`config.mk`:
```
export PLATFORM = sky130hd
export DESIGN_NAME = zero_crossing_interpolator
export DESIGN_NICKNAME = d
export VERILOG_FILES = /design/src/rtl/zci_pkg.sv /design/src/rtl/zci_ctrl.sv /design/src/rtl/zci_dp.sv /design/src/rtl/zero_crossing_interpolator.sv
export SDC_FILE = /design/constraint.sdc
export NUM_CORES = 1
export LEC_CHECK = 0
export ABC_AREA = 1
export BUFFER_PORTS_ARGS = -buffer_cell sky130_fd_sc_hd__clkbuf_2
export CELL_PAD_IN_SITES_DETAIL_PLACEMENT = 0
export CELL_PAD_IN_SITES_GLOBAL_PLACEMENT = 1
export CORE_MARGIN = 2
export CORE_UTILIZATION = 42
export CTS_CLUSTER_DIAMETER = 40
export DETAILED_ROUTE_END_ITERATION = 16
export PLACE_DENSITY = 0.85
export SYNTH_ARGS = -nofsm -noshare
export SYNTH_HDL_FRONTEND = slang
export SYNTH_SLANG_ARGS = --single-unit
```
`constraint.sdc`:
```
create_clock -name clk_i -period 3.1 [get_ports clk_i]
set_input_delay 0.93 -clock clk_i [delete_from_list [all_inputs] [get_ports clk_i]]
set_output_delay 0.93 -clock clk_i [all_outputs]
set_load 0.01 [all_outputs]
```
`src/rtl/zci_pkg.sv`:
```
`default_nettype none
// ----------------------------------------------------------------------------
// zci_pkg
// Shared constants and controller/datapath interface types for the
// zero-crossing interpolator.
// ----------------------------------------------------------------------------
package zci_pkg;

  localparam int unsigned SampleBitsDef = 16;
  localparam int unsigned FracBitsDef   = 16;
  localparam int unsigned IdxBits       = 32;
  localparam int unsigned OutFracBits   = 16;

  // crossing kinds
  localparam logic KIND_INTERP = 1'b0;
  localparam logic KIND_MIDRUN = 1'b1;

  // controller to datapath
  typedef struct packed {
    logic accept;
    logic div_step;
    logic load_out;
  } cmd_t;

  // datapath to controller
  typedef struct packed {
    logic sign_hit;
    logic mid_hit;
    logic out_free;
  } sts_t;

endpackage
`default_nettype wire

```
`src/rtl/zci_ctrl.sv`:
```
`default_nettype none
// ----------------------------------------------------------------------------
// zci_ctrl
// Sequencer: accepts a sample, runs the divider for a sign crossing, hands the result on.
// ----------------------------------------------------------------------------
module zci_ctrl #(
  parameter int unsigned FRAC_BITS = zci_pkg::FracBitsDef
) (
  input  wire logic          clk_i,
  input  wire logic          rst_ni,
  input  wire logic          s_axis_tvalid,
  output logic               s_axis_tready,
  input  wire zci_pkg::sts_t sts_i,
  output zci_pkg::cmd_t      cmd_o
);

  localparam int unsigned CntW = $clog2(FRAC_BITS);

  localparam logic [1:0] ST_IDLE = 2'd0;
  localparam logic [1:0] ST_DIV  = 2'd1;
  localparam logic [1:0] ST_OUT  = 2'd2;

  logic [1:0]      state_q, state_d;
  logic [CntW-1:0] cnt_q, cnt_d;

  always_comb begin
    state_d       = state_q;
    cnt_d         = cnt_q;
    s_axis_tready = 1'b0;
    cmd_o         = '0;
    unique case (state_q)
      ST_IDLE: begin
        s_axis_tready = 1'b1;
        if (s_axis_tvalid) begin
          cmd_o.accept = 1'b1;
          if (sts_i.sign_hit) begin
            cnt_d   = CntW'(FRAC_BITS - 1);
            state_d = ST_DIV;
          end else if (sts_i.mid_hit) begin
            state_d = ST_OUT;
          end
        end
      end
      ST_DIV: begin
        cmd_o.div_step = 1'b1;
        if (cnt_q == '0) begin
          state_d = ST_OUT;
        end else begin
          cnt_d = cnt_q - 1'b1;
        end
      end
      ST_OUT: begin
        // hold until the output register has room
        if (sts_i.out_free) begin
          cmd_o.load_out = 1'b1;
          state_d        = ST_IDLE;
        end
      end
      default: begin
        state_d = ST_IDLE;
      end
    endcase
  end

  always_ff @(posedge clk_i or negedge rst_ni) begin
    if (!rst_ni) begin
      state_q <= ST_IDLE;
      cnt_q   <= '0;
    end else begin
      state_q <= state_d;
      cnt_q   <= cnt_d;
    end
  end

endmodule
`default_nettype wire

```
`src/rtl/zci_dp.sv`:
```
`default_nettype none
// ----------------------------------------------------------------------------
// zci_dp
// Datapath: sample history, zero-run tracking, restoring divider and
// output register.
// ----------------------------------------------------------------------------
module zci_dp #(
  parameter int unsigned SAMPLE_BITS = zci_pkg::SampleBitsDef,
  parameter int unsigned FRAC_BITS   = zci_pkg::FracBitsDef
) (
  input  wire logic                               clk_i,
  input  wire logic                               rst_ni,
  input  wire zci_pkg::cmd_t                      cmd_i,
  output zci_pkg::sts_t                           sts_o,
  input  wire logic signed [SAMPLE_BITS-1:0]      sample_i,
  input  wire logic                               cfg_we_i,
  input  wire logic                               cfg_data_i,
  input  wire logic                               out_ready_i,
  output logic                                    out_valid_o,
  output logic [zci_pkg::IdxBits-1:0]             out_index_o,
  output logic [zci_pkg::OutFracBits-1:0]         out_fraction_o,
  output logic                                    out_kind_o
);

  localparam int unsigned IW = zci_pkg::IdxBits;
  localparam int unsigned OF = zci_pkg::OutFracBits;
  localparam int unsigned RW = SAMPLE_BITS + 2;

  // history and run state
  logic                          negate_q;
  logic signed [SAMPLE_BITS-1:0] prev_q;
  logic                          have_prev_q;
  logic                          in_run_q;
  logic [IW-1:0]                 counter_q;
  logic [IW-1:0]                 run_start_q;
  logic [IW-1:0]                 run_len_q;

  // result under construction
  logic [IW-1:0]        res_idx_q;
  logic [FRAC_BITS-1:0] res_frac_q;
  logic                 res_kind_q;
  logic [RW-1:0]        rem_q;
  logic [SAMPLE_BITS:0] den_q;

  // output register
  logic                 out_valid_q;
  logic [IW-1:0]        out_idx_q;
  logic [OF-1:0]        out_frac_q;
  logic                 out_kind_q;

  logic                   is_zero;
  logic                   dir_hit;
  logic [SAMPLE_BITS-1:0] mag_a, mag_b;
  logic [FRAC_BITS-1:0]   half_frac;
  logic [RW-1:0]          trial;
  logic                   ge;
  logic [FRAC_BITS+OF-1:0] frac_wide;

  assign is_zero   = (sample_i == '0);
  assign dir_hit   = negate_q ? (prev_q > 0 && sample_i < 0) : (prev_q < 0 && sample_i > 0);
  assign mag_a     = prev_q[SAMPLE_BITS-1] ? SAMPLE_BITS'(-prev_q) : SAMPLE_BITS'(prev_q);
  assign mag_b     = sample_i[SAMPLE_BITS-1] ? SAMPLE_BITS'(-sample_i) : SAMPLE_BITS'(sample_i);
  assign half_frac = FRAC_BITS'(1) << (FRAC_BITS - 1);

  assign sts_o.mid_hit  = in_run_q && !is_zero;
  assign sts_o.sign_hit = !in_run_q && !is_zero && have_prev_q && (prev_q != '0) && dir_hit;
  assign sts_o.out_free = !out_valid_q || out_ready_i;

  // one restoring step: shift, trial subtract
  assign trial = {rem_q[RW-2:0], 1'b0};
  assign ge    = (trial >= RW'(den_q));

  // mask or widen the fraction to the output field
  assign frac_wide = {{OF{1'b0}}, res_frac_q};

  always_ff @(posedge clk_i or negedge rst_ni) begin
    if (!rst_ni) begin
      negate_q    <= 1'b0;
      prev_q      <= '0;
      have_prev_q <= 1'b0;
      in_run_q    <= 1'b0;
      counter_q   <= '0;
      run_start_q <= '0;
      run_len_q   <= '0;
      out_valid_q <= 1'b0;
    end else begin
      if (cfg_we_i) begin
        negate_q <= cfg_data_i;
      end
      if (cmd_i.accept) begin
        prev_q      <= sample_i;
        have_prev_q <= 1'b1;
        counter_q   <= counter_q + 1'b1;
        if (in_run_q) begin
          if (is_zero) begin
            // saturate a very long run
            if (run_len_q != '1) begin
              run_len_q <= run_len_q + 1'b1;
            end
          end else begin
            in_run_q <= 1'b0;
          end
        end else if (is_zero) begin
          in_run_q    <= 1'b1;
          run_start_q <= counter_q;
          run_len_q   <= IW'(1);
        end
      end
      if (cmd_i.load_out) begin
        out_valid_q <= 1'b1;
      end else if (out_ready_i) begin
        out_valid_q <= 1'b0;
      end
    end
  end

  always_ff @(posedge clk_i) begin
    if (cmd_i.accept) begin
      if (in_run_q) begin
        res_idx_q  <= run_start_q + (run_len_q >> 1);
        res_frac_q <= run_len_q[0] ? half_frac : '0;
        res_kind_q <= zci_pkg::KIND_MIDRUN;
      end else begin
        res_idx_q  <= counter_q - 1'b1;
        res_frac_q <= '0;
        res_kind_q <= zci_pkg::KIND_INTERP;
      end
      rem_q <= RW'(mag_a);
      den_q <= (SAMPLE_BITS + 1)'(mag_a) + (SAMPLE_BITS + 1)'(mag_b);
    end else if (cmd_i.div_step) begin
      rem_q      <= ge ? (trial - RW'(den_q)) : trial;
      res_frac_q <= {res_frac_q[FRAC_BITS-2:0], ge};
    end
    if (cmd_i.load_out) begin
      out_idx_q  <= res_idx_q;
      out_frac_q <= frac_wide[OF-1:0];
      out_kind_q <= res_kind_q;
    end
  end

  assign out_valid_o    = out_valid_q;
  assign out_index_o    = out_idx_q;
  assign out_fraction_o = out_frac_q;
  assign out_kind_o     = out_kind_q;

endmodule
`default_nettype wire

```
`src/rtl/zero_crossing_interpolator.sv`:
```
`default_nettype none
// ----------------------------------------------------------------------------
// zero_crossing_interpolator
// Sign-change detector with linearly interpolated crossing time.
// ----------------------------------------------------------------------------
// Samples are numbered from 0 with a wrapping 32-bit counter. A crossing in
// the selected direction (negative to positive, or positive to negative when
// negate_polarity is set) between two nonzero samples is reported at the
// index of the earlier sample plus |a|/(|a|+|b|) with FRAC_BITS fraction
// bits, truncated; a run of zero samples gives one crossing at its midpoint
// when the run ends, whatever the direction. A sample that gives no result
// leaves the sequencer idle, ready for the next. A zero-run midpoint passes
// through ST_OUT before the next sample is taken; an interpolated crossing
// passes through ST_DIV, where the restoring divider forms one quotient bit
// per cycle, then ST_OUT. Once a result has moved into the output register
// the next sample is taken, even while that result waits on m_axis_tready.
// ----------------------------------------------------------------------------
module zero_crossing_interpolator #(
  parameter int unsigned SAMPLE_BITS = zci_pkg::SampleBitsDef,
  parameter int unsigned FRAC_BITS   = zci_pkg::FracBitsDef,
  localparam int unsigned InW        = ((SAMPLE_BITS + 7) / 8) * 8
) (
  input  wire logic           clk_i,
  input  wire logic           rst_ni,
  // sample stream
  input  wire logic           s_axis_tvalid,
  output logic                s_axis_tready,
  input  wire logic [InW-1:0] s_axis_tdata,   // [SAMPLE_BITS-1:0] sample_value
  // crossing stream
  output logic                m_axis_tvalid,
  input  wire logic           m_axis_tready,
  output logic [47:0]         m_axis_tdata,   // [31:0] crossing_index,
                                              // [47:32] crossing_fraction
  output logic                m_axis_tuser,   // [0] crossing_kind
  // negate_polarity register write
  input  wire logic           cfg_valid_i,
  output logic                cfg_ready_o,
  input  wire logic           cfg_data_i
);

  zci_pkg::cmd_t cmd;
  zci_pkg::sts_t sts;

  logic [zci_pkg::IdxBits-1:0]     out_index;
  logic [zci_pkg::OutFracBits-1:0] out_fraction;

  // register writes complete at once
  assign cfg_ready_o = 1'b1;

  zci_ctrl #(
    .FRAC_BITS (FRAC_BITS)
  ) u_ctrl (
    .clk_i         (clk_i),
    .rst_ni        (rst_ni),
    .s_axis_tvalid (s_axis_tvalid),
    .s_axis_tready (s_axis_tready),
    .sts_i         (sts),
    .cmd_o         (cmd)
  );

  zci_dp #(
    .SAMPLE_BITS (SAMPLE_BITS),
    .FRAC_BITS   (FRAC_BITS)
  ) u_dp (
    .clk_i          (clk_i),
    .rst_ni         (rst_ni),
    .cmd_i          (cmd),
    .sts_o          (sts),
    .sample_i       (s_axis_tdata[SAMPLE_BITS-1:0]),
    .cfg_we_i       (cfg_valid_i & cfg_ready_o),
    .cfg_data_i     (cfg_data_i),
    .out_ready_i    (m_axis_tready),
    .out_valid_o    (m_axis_tvalid),
    .out_index_o    (out_index),
    .out_fraction_o (out_fraction),
    .out_kind_o     (m_axis_tuser)
  );

  // index in the low bits, fraction above it
  assign m_axis_tdata = {out_fraction, out_index};

endmodule
`default_nettype wire
```
After elaboration in Yosys (flattened, before gate mapping)

Cells that the tools add are included.

Memory bits (read-only): 0
Bits in writable memories: 0
Bits of input ports: 22
Latch bits: 0
Memories: 0
Word-level logic and storage cells: 101
Register bits: 254

Muxes and demuxes: 35
Equality and inequality tests: 10
Bitwise operators: 1
$add $sub $neg: 9
Div/mod/pow operators: 0
$lt $le $gt $ge: 5
Reduce and logical (&&, ||, !) cells: 22
Shift-type cells: 0
Multiply operators: 0

Operator list:

| kind                                                            | number |
|---|---|
| two-way mux 32 bit                                              | 5 |
| two-way mux 16 bit                                              | 8 |
| adder 32 x 1 -> 32 bit (second input constant)                  | 2 |
| adder 32 x 31 -> 32 bit                                         | 1 |
| greater-than comparator 16 x 1 -> 1 bit (second input constant) | 2 |
| less-than comparator 16 x 1 -> 1 bit (second input constant)    | 2 |
| inequality test 32 bit (second input constant)                  | 1 |
| negator 16 bit                                                  | 2 |
| subtractor 32 x 1 -> 32 bit (second input constant)             | 1 |
| >= comparator 18 x 17 -> 1 bit                                  | 1 |
| adder 16 x 16 -> 17 bit                                         | 1 |
| two-way mux 17 bit                                              | 1 |
| subtractor 17 bit                                               | 1 |
| logical NOT 16 bit                                              | 1 |
| nonzero test 16 bit                                             | 1 |
| two-way mux 4 bit                                               | 3 |
| two-way mux 1 bit                                               | 11 |
| two-way mux 2 bit                                               | 5 |
| inequality test 2 bit (second input constant)                   | 5 |
| case mux 4 bit (2 select lines)                                 | 1 |
| AND reduction 4 bit                                             | 2 |
| logical AND 1 bit                                               | 7 |
| case mux 2 bit (3 select lines)                                 | 1 |
| AND reduction 3 bit                                             | 2 |
| 11 further kinds                                                | 15 |

Depth between registers and ports, before layout

Depth in word-level cells: 9
Mapped depth: 18

Modules after synthesis

From an unflattened synthesis, not the netlist that was laid out.

Cell total of the unflattened synthesis: 1,929
Area, all modules: 15,543.7 sq um

Modules (own cells, without submodules):

| module                     | cells an instance | area each (sq um) | instances |
|---|---|---|---|
| zci_dp                     | 1,863             | 15,118.2          | 1 |
| zci_ctrl                   | 64                | 414.1             | 1 |
| zero_crossing_interpolator | 2                 | 11.3              | 1 |

Worst setup path before layout

Ideal clock, no wire load.

Path type: input to register
Start: input m_axis_tready
End: register u_dp.out_frac_q[0], in the netlist u_dp.out_fraction_o[0], enable pin
Library setup time: 456 ps
Stages: 2
Arrival: 3,034 ps
Slack: -390 ps
Cells stage by stage: nor2_1 > nor2_1

RTL lines:

| element              | RTL line                         | RTL |
|---|---|---|
| start, declared      | zero_crossing_interpolator.sv:31 | `input wire logic m_axis_tready,` |
| end signal, assigned | zci_dp.sv:136                    | `out_frac_q <= frac_wide[OF-1:0];` |
| end, declared        | zci_dp.sv:48                     | `logic [OF-1:0] out_frac_q;` |

Worst setup path after layout

Start: register u_dp.prev_q[0]
End: register u_dp.den_q[13] (data pin)

Word-level cells in the longest chain between the ends: 3

RTL lines:

| element                     | RTL line      | RTL |
|---|---|---|
| start, declared             | zci_dp.sv:31  | `logic signed [SAMPLE_BITS-1:0] prev_q;` |
| start signal, assigned      | zci_dp.sv:91  | `prev_q <= sample_i;` |
| negator 16 bit              | zci_dp.sv:61  | `assign mag_a = prev_q[SAMPLE_BITS-1] ? SAMPLE_BITS'(-prev_q) : SAMPLE_BITS'(prev_q);` |
| two-way mux 16 bit (*)      | zci_dp.sv:61  |  |
| adder 16 x 16 -> 17 bit (*) | zci_dp.sv:129 | `den_q <= (SAMPLE_BITS + 1)'(mag_a) + (SAMPLE_BITS + 1)'(mag_b);` |
| end signal, assigned        | zci_dp.sv:129 |  |
| end, declared               | zci_dp.sv:43  | `logic [SAMPLE_BITS:0] den_q;` |

Mark *: on every way between the ends. The rest lies on a longest branch, timed or not.
A chain may end at the register's enable or synchronous reset.

==> impl_metrics.json <==
{
  "num_vias": 15300,
  "first_pass_iters": 5,
  "drive_above_1_share_pct": 11.3,
  "multi_input_area_mm2": 0.00841,
  "internal_power_mw": 10.6,
  "peakVddDrop_mv": 0.490,
  "cts_buffers": 41,
  "synthXorXnorAreaFrac_pct": 4.80,
  "critPathArrivalTime_ns": 3.19,
  "power_switching_mw": 7.06,
  "synth-simple-area-share_pct": 31.7,
  "cts_root_buf": "clkbuf_16",
  "synth.yosys.seq_area_share_pct": 41.3,
  "clk_path_buf_depth": 3,
  "hold_viol_final": 0,
  "status": "finished clean",
  "synth_top_family_by_area": "simple AND/OR/NAND/NOR gates",
  "timing.final.ws_setup_ns": 0.236,
  "worst-setup-path-type": "flip-flop to flip-flop",
  "report.final.slew_viol_count": 0,
  "die_width_um": 205,
  "synthesis.nets": 2416,
  "pwr-share-seq_pct": 30.3,
  "fmax_mhz": 349,
  "r2r_end": "u_dp.den_q[13]$_DFFE_PP_",
  "r2r-start": "u_dp.prev_q[0]$_DFFE_PN0P_",
  "max_cap_violations": 0,
  "clk_pin_slew_worst_paths_ns": 0.06,
  "synthTopCellsByArea": "edfxtp_1 (23%), dfrtp_1 (18%), nand2_1 (17%)",
  "clk_latency_ns": 0.56,
  "core_area_mm2": 0.0398,
  "ff2ff_path_depth": 15,
  "synth_compound_area_share_pct": 7.33,
  "viasPerCell": 5.04,
  "pin_count": 74,
  "port_buffers": 72,
  "grt_first_pass_wirelength_um": 77800,
  "fillers": 3990,
  "rsz0062_at_grt": "false",
  "grt-ovfl-total": 0,
  "period_share_pct": 92.4,
  "p_per_area_mw_per_mm2": 889,
  "skew_ns": 0.0203,
  "initial_core_util_pct": 42.6,
  "yosysTopAreaCellShare_pct": 23.2,
  "seqCellArea_mm2": 0.00701,
  "grt_max_degree": 65,
  "share_comb_of_total_power_pct": 43.1,
  "synth_edf_count": 131,
  "grt_pass1_vias": 14200,
  "drc": 0,
  "max-slew-margin-rel_pct": 56.9,
  "synth_fa_ha_area_share_pct": 5.52,
  "syn_inst": 2321,
  "rows": 73,
  "min_period_ns": 2.86,
  "reg2reg_setup_slack_ns": 0.24,
  "routedWlPerCell_um": 16.4,
  "path_max_fanout": 5,
  "leakagePower_nw": 9.73,
  "dieArea_mm2": 0.0420,
  "hp-class": "primary input to asynchronous set/reset pin",
  "clock_power_share_pct": 26.6,
  "ys_ff_latch": 254,
  "finalSetupViolCount": 0,
  "yosysUniqueCellTypes": 52,
  "synth-main-ff-cell": "edfxtp_1",
  "drt_iter0_markers": 1132,
  "synth_area_mm2": 0.0170,
  "dp_slack_ns": -0.265,
  "ctsHtreeMaxLevel": 2,
  "crit_required_ns": 3.42,
  "drt_wl_total_um": 49600,
  "switching_share_pct": 39.9,
  "antenna_found_initial": 2,
  "area_growth_pct": 17.3,
  "startpoint_type": "flip-flop",
  "worst_pin_slew_ns": 0.646,
  "nNetsFinal": 2567,
  "cp-end-kind": "flip-flop",
  "n_antenna_cell": 0,
  "postRouteAntennaNets": 0,
  "gp_congestion": 0.908,
  "yosys.area.top_type": "edfxtp_1",
  "die_y_um": 205,
  "postLayoutCoreUtil_pct": 50.0,
  "grt_usage_pct": 24.0,
  "async_flop_share_pct": 48.0,
  "synthMuxAreaShare_pct": 0.0664,
  "cts_tree": "built",
  "yosysMostFrequentCell": "nand2_1",
  "clkSinkCount": 254,
  "synth_commonest_cells": "nand2_1 (751), inv_1 (341), nor2_1 (224)",
  "yosys_warnings": 0,
  "dp_hpwl_um": 38900,
  "synth.avg_cell_area_um2": 7.31
}
==> cell usage in the layout, fill, tap and decap left out, types with 4 or more instances in the layout <==
cell        count
inv_2           4
clkbuf_16      42
nand2_4         4
nand3b_1       13
xnor2_1         9
o21ai_0        89
or2_2          12
clkinvlp_4      4
o21bai_1        7
clkbuf_2       71
inv_6          13
edfxtp_1      131
nand2_1       751
nand4_1        28
nor2_2         10
nand3_1       171
inv_1         341
nor2_1        222
a21oi_1        68
and2_1          5
a21o_1          6
nor2_4          6
o21ai_1        47
xor2_1         83
nand2_2         4
clkinv_8        4
nor3_1         32
buf_4          79
buf_12          7
dfrtp_1       121
o31ai_1         4
ha_1           70
==> power by group through the flow <==
stage	sequential (mW)	combinational [mW]	clock [mW]
3_5_place_dp	5.40	7.53	0
3_3_place_gp	5.36	7.47	0
2_1_floorplan	5.29	5.06	0
6_report	5.35	7.63	4.70
4_1_cts	5.35	7.58	4.80
5_1_grt	5.45	8.68	4.94
==> sequential cells by signal (all words and copies together), names as in the netlist <==
name,cells
u_dp.run_start_q,32
u_dp.counter_q,32
u_dp.have_prev_q,1
u_dp.out_index_o,32
u_dp.prev_q,16
u_dp.rem_q,17
u_dp.out_valid_o,1
u_ctrl.state_q,2
u_dp.res_frac_q,16
u_dp.run_len_q,32
u_dp.in_run_q,1
u_dp.out_kind_o,1
u_dp.res_kind_q,1
u_ctrl.cnt_q,4
u_dp.den_q,17
u_dp.res_idx_q,32
u_dp.out_fraction_o,16
u_dp.negate_q,1
==> layout make-up <==
| type | count | share of cell area (%) |
|---|---|---|
| multi-input cells | 1671 | 42.3 |
| flip-flops and latches | 254 | 35.2 |
| inverters | 347 | 6.56 |
| repair buffers | 157 | 5.47 |
| clock buffers | 46 | 5.41 |
| well taps | 525 | 3.30 |
| clock inverters | 30 | 1.77 |
==> worst max-delay path: stages, from the launching register on <==
cell      delay (ns)
dfrtp_1         0.37
inv_1           0.10
ha_1            0.22
nand2_1         0.19
nor2_1          0.08
buf_4           0.16
nand2_1         0.06
nand2_1         0.10
xnor2_2         0.27
ha_1            0.34
a21o_1          0.21
o21bai_1        0.16
a21oi_1         0.17
o31ai_1         0.10
nand2_1         0.06
nand2_1         0.04
==> stage by stage <==
stage                     total power [mW]  hold WS [ns]  setup TNS [ns]  cells  cell area (um2)
final                                 17.7         0.388               0   3030            19900
after global routing                  19.1         0.421               0   3030            19900
after CTS                             17.7         0.396               0   3029            19900
after detailed placement              12.9         0.405           -1.60   2953            18400
after global placement                12.8         0.401           -1.22   2953            18400
after floorplan                       10.3         0.400               0   2321            17000
==> what timing repair did <==
item | 4_1_cts | 5_1_grt
buffers inserted | 0 | 1
endpoints found under the setup margin | 0 | 5
hold buffers | 0 | 0
gates resized for setup | 0 | 3
==> cells by family after synthesis <==
| group | after synthesis |
|---|---|
| AO/OA/AOI/OAI | 232 |
| XOR/XNOR | 93 |
| adder cells (fa/ha/maj) | 73 |
| buffers and inverters | 396 |
| flip-flops | 254 |
| multiplexers | 1 |
| other | 1 |
| AND/OR/NAND/NOR | 1271 |
==> worst max-delay path by stage <==
| stage | startpoint | to | slack (ns) | cells after the start |
|---|---|---|---|---|
| after floorplan | s_axis_tdata[0] | u_dp.den_q[9]$_DFFE_PP_ | 0.03 | 13 |
| final | u_dp.prev_q[0]$_DFFE_PN0P_ | u_dp.den_q[13]$_DFFE_PP_ | 0.24 | 15 |
| after global routing | u_dp.prev_q[0]$_DFFE_PN0P_ | u_dp.den_q[15]$_DFFE_PP_ | 0.01 | 13 |
| after global placement | s_axis_tdata[0] | u_dp.den_q[13]$_DFFE_PP_ | -0.25 | 14 |
| after CTS | u_dp.prev_q[0]$_DFFE_PN0P_ | u_dp.den_q[13]$_DFFE_PP_ | 0.14 | 15 |
| after detailed placement | s_axis_tdata[0] | u_dp.den_q[13]$_DFFE_PP_ | -0.26 | 14 |
==> metal layers <==
layer | track usage, % | share of wire (%)
met1 | 35.6 | 49
met2 | 35.1 | 42
met3 | 4.26 | 6.6
met4 | 7.73 | 2.8
met5 | 0 | 0.046
Power figures use the tool's default switching activity.
